===== src/rtl/core/bcc_pkg.sv =====
// ----------------------------------------------------------------------------
// bcc_pkg
// Shared constants, codes and payload types of the chirp coefficient pipeline.
// ----------------------------------------------------------------------------
package bcc_pkg;

    localparam int FRAC_BITS = 16;
    localparam int OUT_W     = FRAC_BITS + 2;
    localparam int AMP_W     = FRAC_BITS + 1;
    localparam int MAX_SIZE  = 65536;
    localparam int IDX_W     = 16;
    localparam int N_W       = 16;
    localparam int M_W       = 17;
    localparam int D_W       = 17;      // divisor 2n
    localparam int WORD_W    = 32;      // dividend bits fed to the divider row
    localparam int DIV_STEPS = 32;      // cells per division
    localparam int TERMS     = 6;       // Horner steps per lane
    localparam int Q_W       = 30;      // Q30 magnitude below 1.0
    localparam int T_W       = 31;      // Q30 value up to and including 1.0

    localparam logic [31:0]    PI_Q30  = 32'd3373259426;
    localparam logic [T_W-1:0] Q30_ONE = T_W'(1) << 30;

    localparam logic [2:0] CFG_SIZE_N    = 3'd0;
    localparam logic [2:0] CFG_SIZE_M    = 3'd1;
    localparam logic [2:0] CFG_INVERSE   = 3'd2;
    localparam logic [2:0] CFG_AMPLITUDE = 3'd3;

    typedef struct packed {
        logic zero;     // result forced to zero
        logic oor;      // index not below m
    } flags_t;

    typedef struct packed {
        flags_t         flags;
        logic [2:0]     oct;
        logic [Q_W-1:0] x;
        logic [Q_W-1:0] x2;
        logic [T_W-1:0] ts;
        logic [T_W-1:0] tc;
    } trig_t;

    // Horner divisors, innermost term first
    function automatic int sin_div(input int i);
        int r;
        case (i)
            0:       r = 156;
            1:       r = 110;
            2:       r = 72;
            3:       r = 42;
            4:       r = 20;
            default: r = 6;
        endcase
        return r;
    endfunction

    function automatic int cos_div(input int i);
        int r;
        case (i)
            0:       r = 132;
            1:       r = 90;
            2:       r = 56;
            3:       r = 30;
            4:       r = 12;
            default: r = 2;
        endcase
        return r;
    endfunction

endpackage


===== src/rtl/core/bcc_div_cell.sv =====
// ----------------------------------------------------------------------------
// bcc_div_cell
// One restoring-division step: shifts in one dividend bit, emits one quotient bit.
// ----------------------------------------------------------------------------
module bcc_div_cell
    import bcc_pkg::*;
(
    input  logic              clk,
    input  logic              rst_n,
    input  logic              en,
    input  logic [D_W-1:0]    divisor,
    input  logic              valid_in,
    input  logic [D_W-1:0]    rem_in,
    input  logic [WORD_W-1:0] word_in,
    input  logic [WORD_W-1:0] quot_in,
    input  flags_t            flags_in,
    output logic              valid_out,
    output logic [D_W-1:0]    rem_out,
    output logic [WORD_W-1:0] word_out,
    output logic [WORD_W-1:0] quot_out,
    output flags_t            flags_out
);

    logic              valid_reg;
    logic [D_W-1:0]    rem_reg, rem_next;
    logic [WORD_W-1:0] word_reg, quot_reg;
    flags_t            flags_reg;
    logic [D_W:0]      trial;
    logic              fits;

    assign trial    = {rem_in, word_in[WORD_W-1]};
    assign fits     = trial >= {1'b0, divisor};
    assign rem_next = fits ? D_W'(trial - {1'b0, divisor}) : trial[D_W-1:0];

    always_ff @(posedge clk or negedge rst_n)
    begin
        if (!rst_n)
        begin
            valid_reg <= 1'b0;
        end
        else if (en)
        begin
            valid_reg <= valid_in;
        end
    end

    always_ff @(posedge clk)
    begin
        if (en)
        begin
            rem_reg   <= rem_next;
            word_reg  <= {word_in[WORD_W-2:0], 1'b0};
            quot_reg  <= {quot_in[WORD_W-2:0], fits};
            flags_reg <= flags_in;
        end
    end

    assign valid_out = valid_reg;
    assign rem_out   = rem_reg;
    assign word_out  = word_reg;
    assign quot_out  = quot_reg;
    assign flags_out = flags_reg;

endmodule


===== config.mk =====
export PLATFORM = sky130hd
export DESIGN_NAME = bcc_div_cell
export DESIGN_NICKNAME = d
export VERILOG_FILES = /design/src/rtl/core/bcc_pkg.sv /design/src/rtl/core/bcc_div_cell.sv
export SDC_FILE = /design/constraint.sdc
export NUM_CORES = 1
export LEC_CHECK = 0
export ABC_AREA = 1
export BUFFER_PORTS_ARGS = -buffer_cell sky130_fd_sc_hd__clkbuf_2
export CORE_MARGIN = 2
export CORE_UTILIZATION = 47
export DETAILED_ROUTE_END_ITERATION = 10
export GPL_TIMING_DRIVEN = 1
export PLACE_DENSITY = 0.81
export SYNTH_ARGS = -nofsm -noshare
export SYNTH_HDL_FRONTEND = slang
export SYNTH_SLANG_ARGS = --single-unit

===== constraint.sdc =====
create_clock -name clk -period 1.1 [get_ports clk]
set_clock_uncertainty 0.1 [all_clocks]
set_input_delay 0.165 -clock clk [delete_from_list [all_inputs] [get_ports clk]]
set_output_delay 0.165 -clock clk [all_outputs]
set_load 0.005 [all_outputs]

Word-level counts from Yosys, hierarchy flattened
Index checks and enable logic that the tools add are counted.

Memory bits (writable): 0. Bits in read-only memories: 0. Input port bits: 104. Flip-flop bits (word level): 83. Memories kept: 0. Output and inout port bits: 84. Bits in latches: 0.

Multiplexer cells: 1. Divide/modulo/power cells: 0. Bitwise gates (word level): 0. Multiply operators: 0. Magnitude comparators: 1. Reduce and logical (&&, ||, !) cells: 0. Equal/unequal tests: 0. Add/subtract/negate cells: 1. Shift-type cells: 0.

Operators with widths (count): $ge 18x17->1 (1); $mux 17 (1); $sub 17x17->17 (1).

Logic depth before layout (Yosys ltp)
Gate-level depths: netlist of the first run.

Depth in word-level cells: 2. Mapped depth: 14.

Worst setup path after synthesis of the first run
Ideal clock, no wire load.

Path kind: input port to flip-flop. Start point: in word_in[31]. End point: reg rem_reg[4] (netlist: rem_out[4]), data pin. Library setup time: 0.252 ns. Cell stages on the path: 11. Required time: 0.748 ns. Arrival: 1.503 ns. Setup slack: -0.755 ns. Buffers on the path: 1. Path through: inv_1 ha_1 inv_1 fa_1 nand3_1 nand3_1 nand2_2 nand2_4 buf_8 nand2_2 nand2_1.

Longest elaborated chain between the ends: 2. Elaborated cells on any way between the ends: 3. Classes of those cells: add/sub: 1; order compare: 1; mux: 1.

RTL lines: start: declaration (RTL line bcc_div_cell.sv:14) `input logic [WORD_W-1:0] word_in,`; $ge 18x17->1 (RTL line bcc_div_cell.sv:32) `assign fits = trial >= {1'b0, divisor};`; named net fits (RTL line bcc_div_cell.sv:29) `logic fits;`; $mux 17 (RTL line bcc_div_cell.sv:33) `assign rem_next = fits ? D_W'(trial - {1'b0, divisor}) : trial[D_W-1:0];`; named net rem_next[4] (RTL line bcc_div_cell.sv:25) `logic [D_W-1:0] rem_reg, rem_next;`; end signal: assignment (RTL line bcc_div_cell.sv:51) `rem_reg <= rem_next;`; end: declaration (RTL line bcc_div_cell.sv:25).

The timed path passes the listed nets, and every way through them passes these cells. A chain may end at the register's enable or synchronous reset.

Final worst setup path of the first run
Start point: in rem_in[12]. End point: reg rem_reg[8] (netlist: rem_out[8]), data pin.

Longest elaborated chain between the ends: 2.

RTL lines: start: declaration (RTL line bcc_div_cell.sv:13) `input logic [D_W-1:0] rem_in,`; $ge 18x17->1 (RTL line bcc_div_cell.sv:32); $mux 17 (RTL line bcc_div_cell.sv:33); named net rem_next[8] (RTL line bcc_div_cell.sv:25).

The timed path passes the listed nets, and every way through them passes these cells.

==> results by stage, run 1 <==
Run status:
- The run finished, with violations left.
- The checks that failed: negative setup slack.

Critical path:
- The destination of the worst register-to-register timing path is valid_out.
- In this run the worst path has a maximum fanout of 5.
- STA classifies the critical path startpoint as an input pin.
- The arrival time of data at the critical path endpoint is 1520 ps.
- The setup path with the least slack is of type in2reg.
- Counting cells, the worst reg-to-reg path comes to 2.
- At the worst endpoint, the required time is about 1100 ps.
- The worst register-to-register path has a setup slack of between 100 and 150 ps.
- In this run the critical register-to-register path is launched from valid_out.
- The critical path endpoint category is a register.

Hold path:
- The hold-critical path endpoint is rem_out[0].
- The worst hold path cell count is 3.
- The type of the worst min-delay path is in2reg.
- The worst hold path startpoint is word_in[31].

Placement:
- The count of buffers added on input and output ports is roughly 190.
- At the placement stage, the worst setup path has a slack of -885 ps.
- The detailed placement HPWL is 8680 µm.
- In this run the cell area measured after placement is 5720 µm².
- The global placer's final weighted congestion is about 0.95.
- In this run, placement finished with an instance count of slightly above 700.

Layout:
- From synthesis to final layout, the design area changed by 74.6%.
- The share of layout cells above drive strength 1 is 0.498.
- In the layout the commonest cells are 177 x clkbuf_2, 101 x nand2_1, 82 x edfxtp_1.
- The final antenna diode count is 0.
- The post-route non-filler standard cell count is 820.
- The most frequent standard cell in the layout excluding fill and tap cells is clkbuf_2.
- The number of nets in the finished design is 832.
- The post-layout instance area is roughly 7000 µm².
- The fill cell instance count of the final layout is 415.

Logic synthesis:
- After synthesis the cells add up to between 3000 and 4000 µm².
- The biggest area contributor in the post-synthesis netlist is edfxtp_1.
- The count of unique library cells instantiated by Yosys is 26.
- The post-synthesis register bit count is 83.
- The synthesized net count is roughly 510.
- After synthesis, the cell types taking the most area are edfxtp_1 62%, nand2_1 12%, inv_1 6.0%.
- The number of warnings reported in the yosys synthesis log is 0.
- The top cell type's share of synthesized area is 0.617.
- The count of flip-flops with a built-in enable after synthesis is 82.
- For this run, the register share of the synthesized area comes to 0.623.
- The mean instance size in the synthesized netlist is ~10 µm².
- Counting flops with an async set or reset pin after synthesis yields a share of 0.0120.
- Counting every instance in the synthesized netlist gives 387.
- The predominant post-synthesis flop cell is edfxtp_1.

GRT:
- Across every metal layer, demand over resource in global routing totals 0.303.
- The via count of the first global-routing pass came to roughly 4k.
- After global routing the overflow that remains totals 0.
- The first global-routing pass estimated a little over 20000 µm of wire.
- Entering global routing, the biggest net connects 27 pins.
- The initial antenna violation count was 0.

CTS:
- Clock tree synthesis found a total of just over 80 sinks.
- After clock tree synthesis, the clock-pin slew on the worst setup and hold paths is around 90 ps.
- The clock latency on the worst-skew pair is 340 ps.
- No sink is reached through more buffers than the 2 on the longest clock path.
- The H-tree depth reported by CTS is 3.
- The number of buffers inserted during clock tree synthesis is 9.
- The clock tree from TritonCTS is yes.
- The cell sitting at the root of the clock tree is a clkbuf_8.

Die:
- The standard-cell row count is 33.
- The number of primary I/O pins is roughly 190.
- The effective utilization at floorplan is 0.486.
- The floorplan step defined a die boundary enclosing between 9000 and 10000 µm².
- The die width is about 96 µm.
- In this run the standard cell core region covers around 8000 µm².
- The floorplan die height is 96.2 µm.

Timing:
- The total of endpoints with negative setup slack in the final report is 95.
- The count of pins over their slew limit was 0.
- The total count of hold-check failures in the final report is 0.
- The worst path setup slack after routing is -418 ps.
- The time the worst path needs with I/O delays and setup is around 1500 ps.
- The total negative slack is -9000 ps.
- Setup repair after global routing could not meet its margin everywhere.
- Derived from the worst setup path, the maximum achievable clock frequency is roughly 660 MHz.
- The post-route fraction of the period consumed by the critical path is 1.38.

Detailed routing:
- The detailed-route via count is slightly above 4k.
- The first TritonRoute pass finished after 5 iterations.
- In the routed design, unresolved DRC markers number 0.
- The detailed router finished its first iteration with ~240 violations.
- The total wirelength of the detailed-routed design is approximately 14000 µm.
- The detail route stage leaves a number of antenna-violating nets equal to 0.
- Dividing the detail-routed wire length by the instance count gives 17.3 µm.
- Using the TritonRoute via totals, the vias-per-cell ratio works out to about 4.9.

Power:
- The switching part of the total power is 0.289.
- Across the VDD grid, the largest voltage drop is roughly 0.00067 V.
- The sequential fraction of design power is 0.464.
- The internal power consumption is approximately 0.006 W.
- Of the total power, the clock network draws 0.267.
- The switching power summed over all nets is roughly 0.0024 W.
- The portion of total power attributed to combinational logic is 0.268.
- In this run the power density over the cells is around 1200 nW/µm².
- For this design the static power due to leakage is 3.39 nW.
- Power comes to 0.00846 W.

Flow run:
- Across the run, the number of max-cap violations was 0.
-- cell families after synthesis --
family | after synthesis | synth area share
multiplexers | 1 | 0.00282
flip-flops | 83 | 0.623
other | 1 | 0.000939
buffers and inverters | 73 | 0.0739
adder cells (fa/ha/maj) | 18 | 0.0583
AND/OR/NAND/NOR | 192 | 0.210
XOR/XNOR | 7 | 0.0154
AO/OA/AOI/OAI | 12 | 0.0160
-- synth_stat cells (4+ instances only) --
cell and count:
ha_1 17, edfxtp_1 82, xor2_1 7, inv_2 4, nand2_1 125, nor2_1 9, nand4_1 4, nand3_1 32
a21oi_1 10, inv_1 64, nand2_2 12
-- critical path: stages --
cell and delay [ps]:
clkbuf_2 110, ha_4 260, nand2_1 60, nand2_1 70, inv_1 100, a21oi_2 80
nor3_4 200, buf_6 170, buf_12 110, nand2_8 70, nand2_2 60, nand2_1 60
-- how the worst max path moves through the flow --
stage	from	endpoint	cells past startpoint
after floorplan	rem_in[1]	rem_out[5]	10
after global placement	word_in[31]	rem_out[16]	15
after detailed placement	word_in[31]	rem_out[16]	15
after CTS	word_in[31]	rem_out[16]	15
after global routing	divisor[9]	rem_out[16]	14
final	rem_in[12]	rem_out[8]	12
-- stage by stage --
step / hold slack, ps / util
5_1_grt: 26.2 / 0.848
3_3_place_gp: -160 / 0.697
4_1_cts: 18.1 / 0.829
3_5_place_dp: -158 / 0.697
6_report: 26.1 / 0.848
2_1_floorplan: -231 / -
-- power by group through the flow --
| stage | sequential [W] | combinational [W] | clock [W] |
|---|---|---|---|
| final | 0.00393 | 0.00227 | 0.00226 |
| after detailed placement | 0.00398 | 0.00179 | 0 |
| after CTS | 0.00391 | 0.00212 | 0.00224 |
| after floorplan | 0.00401 | 0.000816 | 0 |
| after global placement | 0.00397 | 0.00174 | 0 |
| after global routing | 0.00395 | 0.00248 | 0.00243 |
-- layer usage --
metal | global-route usage | vias to the layer above | share of wire
li1 | - | 1906 | -
met1 | 0.335 | 1896 | 0.37
met2 | 0.555 | 193 | 0.52
met3 | 0.0736 | 40 | 0.080
met4 | 0.121 | 0 | 0.036
met5 | 0 | - | 0
-- flip-flops by register name, indices dropped and copies added, names as in the netlist --
register and flops:
quot_out 32, word_out 31, rem_out 17, flags_out 2, valid_out 1
-- layout make-up --
class | instances | area [µm²] | area share
Clock buffer | 9 | 124 | 0.0178
Clock inverter | 7 | 75.1 | 0.0108
Inverter | 68 | 269 | 0.0386
Multi-Input combinational cell | 234 | 1700 | 0.244
Sequential cell | 83 | 2490 | 0.357
Tap cell | 105 | 131 | 0.0188
Timing Repair Buffer | 314 | 2180 | 0.313
-- what timing repair did --
action,in CTS,in global routing
cloned,4,0
hold buffers,66,0
gates resized for setup,33,34
hold endpoints to repair,66,0
pin swaps,12,21
endpoints found under the setup margin,85,101
setup buffers,6,5
No activity file was read; power rests on OpenSTA's default activity.
==> run 2: changes to the inputs <==
--- a/config.mk
+++ b/config.mk
@@ -8,10 +8,9 @@
 export ABC_AREA = 1
 export BUFFER_PORTS_ARGS = -buffer_cell sky130_fd_sc_hd__clkbuf_2
 export CORE_MARGIN = 2
-export CORE_UTILIZATION = 47
+export CORE_UTILIZATION = 30
 export DETAILED_ROUTE_END_ITERATION = 10
 export GPL_TIMING_DRIVEN = 1
-export PLACE_DENSITY = 0.81
 export SYNTH_ARGS = -nofsm -noshare
 export SYNTH_HDL_FRONTEND = slang
 export SYNTH_SLANG_ARGS = --single-unit
==> constraint.sdc (replaced) <==
create_clock -name clk -period 1.5 [get_ports clk]
set_clock_uncertainty 0.1 [all_clocks]
set_input_delay 0.075 -clock clk [delete_from_list [all_inputs] [get_ports clk]]
set_output_delay 0.075 -clock clk [all_outputs]
set_load 0.005 [all_outputs]
==> run 2 against run 1 <==
  * The flow now finishes without violations
  * Critical path depth increased by 3
  * Flip-flop and latch count unchanged
  * Routed wire length shrank 12%
  * Power decreased by 22%
  * Core utilization decreased by 32 points
  * Final cell count up 7.4%
  * Non-clock buffer count is 7 lower
  * Hold slack got worse by 19 ps
  * Combinational power decreased by 34%
  * Clock-buffer cell count is 2 higher
  * Clock power is 3% lower
  * Setup slack gained 480 ps
  * Critical path type unchanged
  * Critical endpoint is now rem_out[16]
  * Largest cell class unchanged
==> results by stage, run 2 (synthesized netlist as in run 1, its figures left out) <==
Timing:
- Static timing analysis puts the maximum clock frequency at ~700 MHz.
- The total count of hold-check failures in the final report is 0 (unchanged).
- The time the worst path needs with I/O delays and setup is between 1000 and 1500 ps.
- The post-route fraction of the period consumed by the critical path is 0.959.
- The total negative slack is 0 ps (was -9000 ps).
- The total of endpoints with negative setup slack in the final report is 0 (was 95).
- Unrepaired setup endpoints after global routing: yes (unchanged).
- The count of pins over their slew limit came to 0 (unchanged).

Layout:
- The number of nets in the finished design came to 822 (was 832).
- The area added between synthesis and finish came to 72.9% (was 74.6%).
- Commonest cells after routing, fill and taps aside: 184 x clkbuf_2, 113 x nand2_1, 82 x edfxtp_1 (was 177 x clkbuf_2, 101 x nand2_1, 82 x edfxtp_1).
- The final antenna diode count is 0 (unchanged).
- The fraction of the core area covered by cells at the end of the flow was 0.526 (was 0.848).
- The share of layout cells above drive strength 1 is 0.444 (was 0.498).
- The most frequent standard cell in the layout excluding fill and tap cells is clkbuf_2 (unchanged).
- The number of flip-flops in the largest register is 32 (unchanged).

CTS:
- The root buffer cell is clkbuf_16 (was clkbuf_8).
- The number of clock sinks is 83 (unchanged).
- The clock tree from TritonCTS is yes (unchanged).
- The clock slew at the register clock pins of the worst setup and hold paths came to 60 ps (was 90 ps).
- The number of buffers inserted during clock tree synthesis is 9 (unchanged).
- The clock latency on the worst-skew pair is 320 ps (was 340 ps).
- The H-tree depth reported by CTS was 3 (unchanged).
- The maximum count of clock buffers along a single path is 2 (unchanged).

Placement:
- The detailed placement HPWL is 8920 µm (was 8680 µm).
- The global placer's final weighted congestion came to 0.883 (was 0.946).
- The count of buffers from port buffering was 185 (unchanged).

Die:
- The placeable core area is 13100 µm² (was 8220 µm²).
- The effective utilization at floorplan came to 0.304 (was 0.486).
- The die width is 119 µm (was 96.2 µm).
- The total die area is 14300 µm² (was 9250 µm²).
- The standard-cell row count was 42 (was 33).
- The floorplan die height came to 119 µm (was 96.2 µm).
- The number of primary I/O pins was 188 (unchanged).

GRT:
- The via count of the first global-routing pass is 3769 (was 4082).
- The leftover overflow at the end of global routing is 0 (unchanged).
- The largest net degree at the start of global routing is 36 (was 27).
- The first-pass GRT wire length is 19400 µm (was 20700 µm).
- The initial antenna violation count came to 1 (was 0).
- The overall routing resource usage is 0.176 (was 0.303).

Power:
- The leakage dissipation came to 3.36 nW (was 3.39 nW).
- The maximum ir drop on the vdd rail is 0.000609 V (was 0.000665 V).
- The power density relative to cell area is 952 nW/µm² (was 1210 nW/µm²).

Hold path:
- The type of the worst min-delay path is in2reg (unchanged).
- The worst hold path cell count is 3 (unchanged).

Critical path:
- The worst path required time is 1490 ps (was 1100 ps).
- The logic depth of the worst register-to-register path came to 1 (was 2).
- The worst-path maximum fanout was 4 (was 5).
- The category of the most critical setup path is in2reg (unchanged).
- The arrival time of data at the critical path endpoint is 1430 ps (was 1520 ps).
- The register-to-register setup slack is 630 ps (was 110 ps).
- The kind of launch point of the worst setup path was an input pin (unchanged).
- The critical path endpoint category is a register (unchanged).

Run status:
- Status: complete, no violations (was finished, violations left).

Detailed routing:
- The number of detailed-routing iterations run before antenna repair is 4 (was 5).
- The detailed-route via count came to 3765 (was 4035).
- The residual antenna-violating net count after detailed routing was 0 (unchanged).
- The post-detailed-route DRC marker count is 0 (unchanged).
- The wire length per cell is 14.2 µm (was 17.3 µm).
- The via density per instance is 4.27 (was 4.92).
- The number of DRC markers after the initial detailed-route iteration is 227 (was 243).
- The total wirelength of the detailed-routed design is 12500 µm (was 14200 µm).

Flow run:
- The count of max-cap constraint violations is 0 (unchanged).
-- run 2: worst paths after layout --
kind / start / to
worst max register to register: valid_out / valid_out
worst min register to register: valid_out / valid_out
min in group asynchronous: rst_n / valid_out
worst min-delay path: rem_in[4] / rem_out[5]
worst max-delay path: word_in[31] / rem_out[16]
max in group asynchronous: rst_n / valid_out
-- run 2: worst max-delay path, cell delays in order --
cell and delay, ps:
clkbuf_2 90, inv_2 60, ha_4 120, inv_2 40, fa_2 390, nand3_2 100
nand3_4 90, nand2_2 80, nand2_2 70, nand2_2 70, nand2_1 50, nand2_1 50
nand2_1 40, nand2_1 50, nand2_1 50
-- run 2: repair_timing --
item | 4_1_cts | 5_1_grt
hold buffers | 75 | 0
setup buffers | 1 | 1
pin swaps | 4 | 8
setup endpoints to repair | 1 | 17
endpoints found under the hold margin | 74 | 0
gates resized for setup | 4 | 12
-- run 2: where the power goes --
| group | total (W) | switching [W] | internal, W |
|---|---|---|---|
| logic | 0.00150 | 0.000728 | 0.000771 |
| clock network | 0.00220 | 0.000899 | 0.00130 |
| registers | 0.00287 | 0.0000658 | 0.00281 |
| total | 0.00657 | 0.00169 | 0.00488 |
-- run 2: stage by stage --
step                instance area [µm²]  hold slack, ps  cells  setup slack (ps)  total power, W
finish                             6900            7.39    881              61.8         0.00657
global route                       6900            21.4    881             -17.8         0.00692
CTS                                6860            1.76    880              11.2         0.00661
global placement                   5780            -250    788              -319         0.00421
floorplan                          4290            -321    387              -137         0.00354
detailed placement                 5780            -248    788              -371         0.00422
-- run 2: layout make-up --
cell class,instances,area [µm²]
clock inverter,5,62.6
tap,176,220
clock buffer,11,233
inverter,68,264
timing repair buffer,307,2090
sequential,83,2490
fill,1196,6230
multi-input combinational,231,1540
-- run 2: metal layers --
layer | vias up | wire length [µm] | part of all wire | GRT usage
met5 | - | 16 | 0.0013 | 0
met1 | 1720 | 4910 | 0.39 | 0.199
li1 | 1886 | - | - | -
met2 | 140 | 6520 | 0.52 | 0.325
met3 | 17 | 814 | 0.065 | 0.0460
met4 | 2 | 241 | 0.019 | 0.0529
==> run 3: changes to the inputs <==
--- a/config.mk
+++ b/config.mk
@@ -11,6 +11,7 @@
 export CORE_UTILIZATION = 30
 export DETAILED_ROUTE_END_ITERATION = 10
 export GPL_TIMING_DRIVEN = 1
+export PLACE_DENSITY_LB_ADDON = 0.12
 export SYNTH_ARGS = -nofsm -noshare
 export SYNTH_HDL_FRONTEND = slang
 export SYNTH_SLANG_ARGS = --single-unit
==> run 3 against run 2 <==
  * Flip-flop and latch count unchanged
  * Clock power increased by 2%
  * Design area increased by 1.8%
  * Power increased by 1.1%
  * Hold slack improved by 38 ps
  * Sequential power about the same
  * Critical path type unchanged
==> results by stage, run 3 (synthesized netlist as in run 1, its figures left out) <==
Run status:
- Status: complete, no violations (unchanged).

Critical path:
- The worst path required time is 1500 ps (was 1490 ps).
- The logic depth of the worst register-to-register path is 1 (unchanged).
- The worst-path maximum fanout is 9 (was 4).
- The delay of the slowest critical-path stage is 390 ps (about the same).
- The worst flop-to-flop path startpoint is valid_out (unchanged).
- The worst setup path startpoint is word_in[31] (unchanged).
- The critical path endpoint category was a register (unchanged).
- Worst path cell trace: buf_6 > inv_4 > ha_4 > inv_2 > fa_2 > nand3_2 > nand3_2 > nand2_4 > nand2_4 > nand2_1 > nand2_1 (was clkbuf_2 > inv_2 > ha_4 > inv_2 > fa_2 > nand3_2 > nand3_4 > nand2_2 > nand2_2 > nand2_2 > nand2_1 > nand2_1 > nand2_1 > nand2_1 > nand2_1).
- The slowest stage cell on the critical path was fa_2 (unchanged).
- The register-to-register setup slack is 640 ps (was 630 ps).
- The destination of the worst register-to-register timing path is valid_out (unchanged).
- The arrival time of data at the critical path endpoint was 1420 ps (was 1430 ps).
- The kind of launch point of the worst setup path is an input pin (unchanged).
- The category of the most critical setup path is in2reg (unchanged).

Detailed routing:
- The wire length per cell is 13.4 µm (was 14.2 µm).
- The post-detailed-route DRC marker count was 0 (unchanged).
- The residual antenna-violating net count after detailed routing was 0 (unchanged).
- The number of detailed-routing iterations run before antenna repair is 4 (unchanged).
- The number of DRC markers after the initial detailed-route iteration is 219 (was 227).
- The via density per instance is 4.21 (was 4.27).
- The total wirelength of the detailed-routed design is 12000 µm (was 12500 µm).
- The detailed-route via count is 3758 (was 3765).

Die:
- The floorplan die height came to 119 µm (unchanged).
- The effective utilization at floorplan came to 0.304 (unchanged).
- The die width came to 119 µm (unchanged).
- The total die area is 14300 µm² (unchanged).
- The placeable core area was 13100 µm² (unchanged).
- The number of primary I/O pins is 188 (unchanged).
- The standard-cell row count is 42 (unchanged).

GRT:
- The via count of the first global-routing pass is 3703 (was 3769).
- The fraction of met3 tracks used by global routing is 0.0436 (was 0.0460).
- The most congested layer reported by global routing is met2 (unchanged).
- The initial antenna violation count is 0 (was 1).
- The first-pass GRT wire length came to 18300 µm (was 19400 µm).
- The overall routing resource usage was 0.167 (was 0.176).
- The leftover overflow at the end of global routing is 0 (unchanged).
- The largest net degree at the start of global routing is 28 (was 36).
- The fraction of met2 tracks used by global routing is 0.293 (was 0.325).
- The met1 capacity usage during global routing came to 0.200 (was 0.199).

Timing:
- The total negative slack was 0 ps (unchanged).
- The total of endpoints with negative setup slack in the final report is 0 (unchanged).
- The worst hold slack is 45.0 ps (was 7.39 ps).
- The worst path setup slack after routing is 79.2 ps (was 61.8 ps).
- The time the worst path needs with I/O delays and setup is 1420 ps (was 1440 ps).
- The post-route fraction of the period consumed by the critical path was 0.947 (was 0.959).
- Unrepaired setup endpoints after global routing: yes (unchanged).
- The total count of hold-check failures in the final report came to 0 (unchanged).
- The fmax was 704 MHz (was 695 MHz).
- The count of pins over their slew limit is 0 (unchanged).

Hold path:
- The hold-critical path endpoint is rem_out[1] (was rem_out[5]).
- The worst hold path cell count is 3 (unchanged).
- The type of the worst min-delay path is in2reg (unchanged).
- The worst hold path startpoint is rem_in[0] (was rem_in[4]).

Layout:
- The post-route non-filler standard cell count is 893 (was 881).
- The final antenna diode count is 0 (unchanged).
- The share of layout cells above drive strength 1 is 0.455 (was 0.444).
- Commonest cells after routing, fill and taps aside: 183 x clkbuf_2, 110 x nand2_1, 82 x edfxtp_1 (was 184 x clkbuf_2, 113 x nand2_1, 82 x edfxtp_1).
- The multi-input combinational cell area is 1570 µm² (was 1540 µm²).
- The number of nets in the finished design was 834 (was 822).
- The area taken by flip-flops and latches came to 2490 µm² (unchanged).
- The most frequent standard cell in the layout excluding fill and tap cells is clkbuf_2 (unchanged).
- The area added between synthesis and finish is 75.9% (was 72.9%).
- The fill cell instance count of the final layout came to 1224 (was 1196).
- The number of flip-flops in the largest register was 32 (unchanged).

Placement:
- The detailed placement HPWL came to 8870 µm (was 8920 µm).
- The global placer's final weighted congestion came to 0.849 (was 0.883).
- The placed cell count is 795 (was 788).
- The count of buffers from port buffering is 185 (unchanged).
- The worst setup timing slack at the placement stage came to -388 ps (was -371 ps).

CTS:
- The clock tree from TritonCTS is yes (unchanged).
- The H-tree depth reported by CTS came to 3 (unchanged).
- The root buffer cell is clkbuf_16 (unchanged).
- The maximum count of clock buffers along a single path came to 2 (unchanged).
- The number of buffers inserted during clock tree synthesis is 9 (unchanged).
- The number of clock sinks is 83 (unchanged).
- The clock slew at the register clock pins of the worst setup and hold paths is 70 ps (was 60 ps).
- The clock latency on the worst-skew pair is 330 ps (was 320 ps).

Power:
- The overall power after layout is 0.00665 W (was 0.00657 W).
- The power density relative to cell area is 946 nW/µm² (was 952 nW/µm²).
- The leakage dissipation is 3.41 nW (was 3.36 nW).
- The maximum ir drop on the vdd rail came to 0.000447 V (was 0.000609 V).

Flow run:
- The count of max-cap constraint violations came to 0 (unchanged).
[run 3: cell type report]
type | instances | area share
Sequential cell | 83 | 0.354
Tap cell | 176 | 0.0313
Multi-Input combinational cell | 232 | 0.224
Inverter | 68 | 0.0379
Clock buffer | 10 | 0.0326
Timing Repair Buffer | 318 | 0.310
Clock inverter | 6 | 0.0103
[run 3: metrics by stage]
stage / area (µm²) / util
2_1_floorplan: 4290 / -
3_3_place_gp: 5810 / 0.442
3_5_place_dp: 5810 / 0.442
4_1_cts: 6910 / 0.526
5_1_grt: 7030 / 0.535
6_report: 7030 / 0.535
[run 3: worst max-delay path: cells and delay by family]
| family | cells | cell delay (ps) |
|---|---|---|
| and+or+nand+nor | 6 | 650 |
| adders and majority gates | 2 | 510 |
| buffers and inverters | 3 | 190 |
[run 3: timing repair]
item	4_1_cts	5_1_grt
hold endpoints to repair	78	0
hold buffers	79	0
gates cloned	0	1
buffers inserted	0	2
resized for setup	5	18
pin swaps	7	13
setup endpoints to repair	2	17
[run 3: worst max-delay path by stage]
stage | endpoint | depth (start not counted)
global route | rem_out[14] | 15
finish | rem_out[16] | 11
global placement | rem_out[16] | 15
detailed placement | rem_out[14] | 15
CTS | rem_out[16] | 15
floorplan | rem_out[5] | 10
[run 3: report_power, final]
group | leakage [nW] | switching [W] | internal (W)
clock | 0.137 | 0.000940 | 0.00131
combinational | 2.46 | 0.000735 | 0.000800
sequential | 0.814 | 0.0000566 | 0.00281
[run 3: routing by layer]
layer,part of all wire,up-vias
met5,0,-
met4,0.0092,0
met3,0.076,8
met2,0.49,140
met1,0.42,1701
li1,-,1909
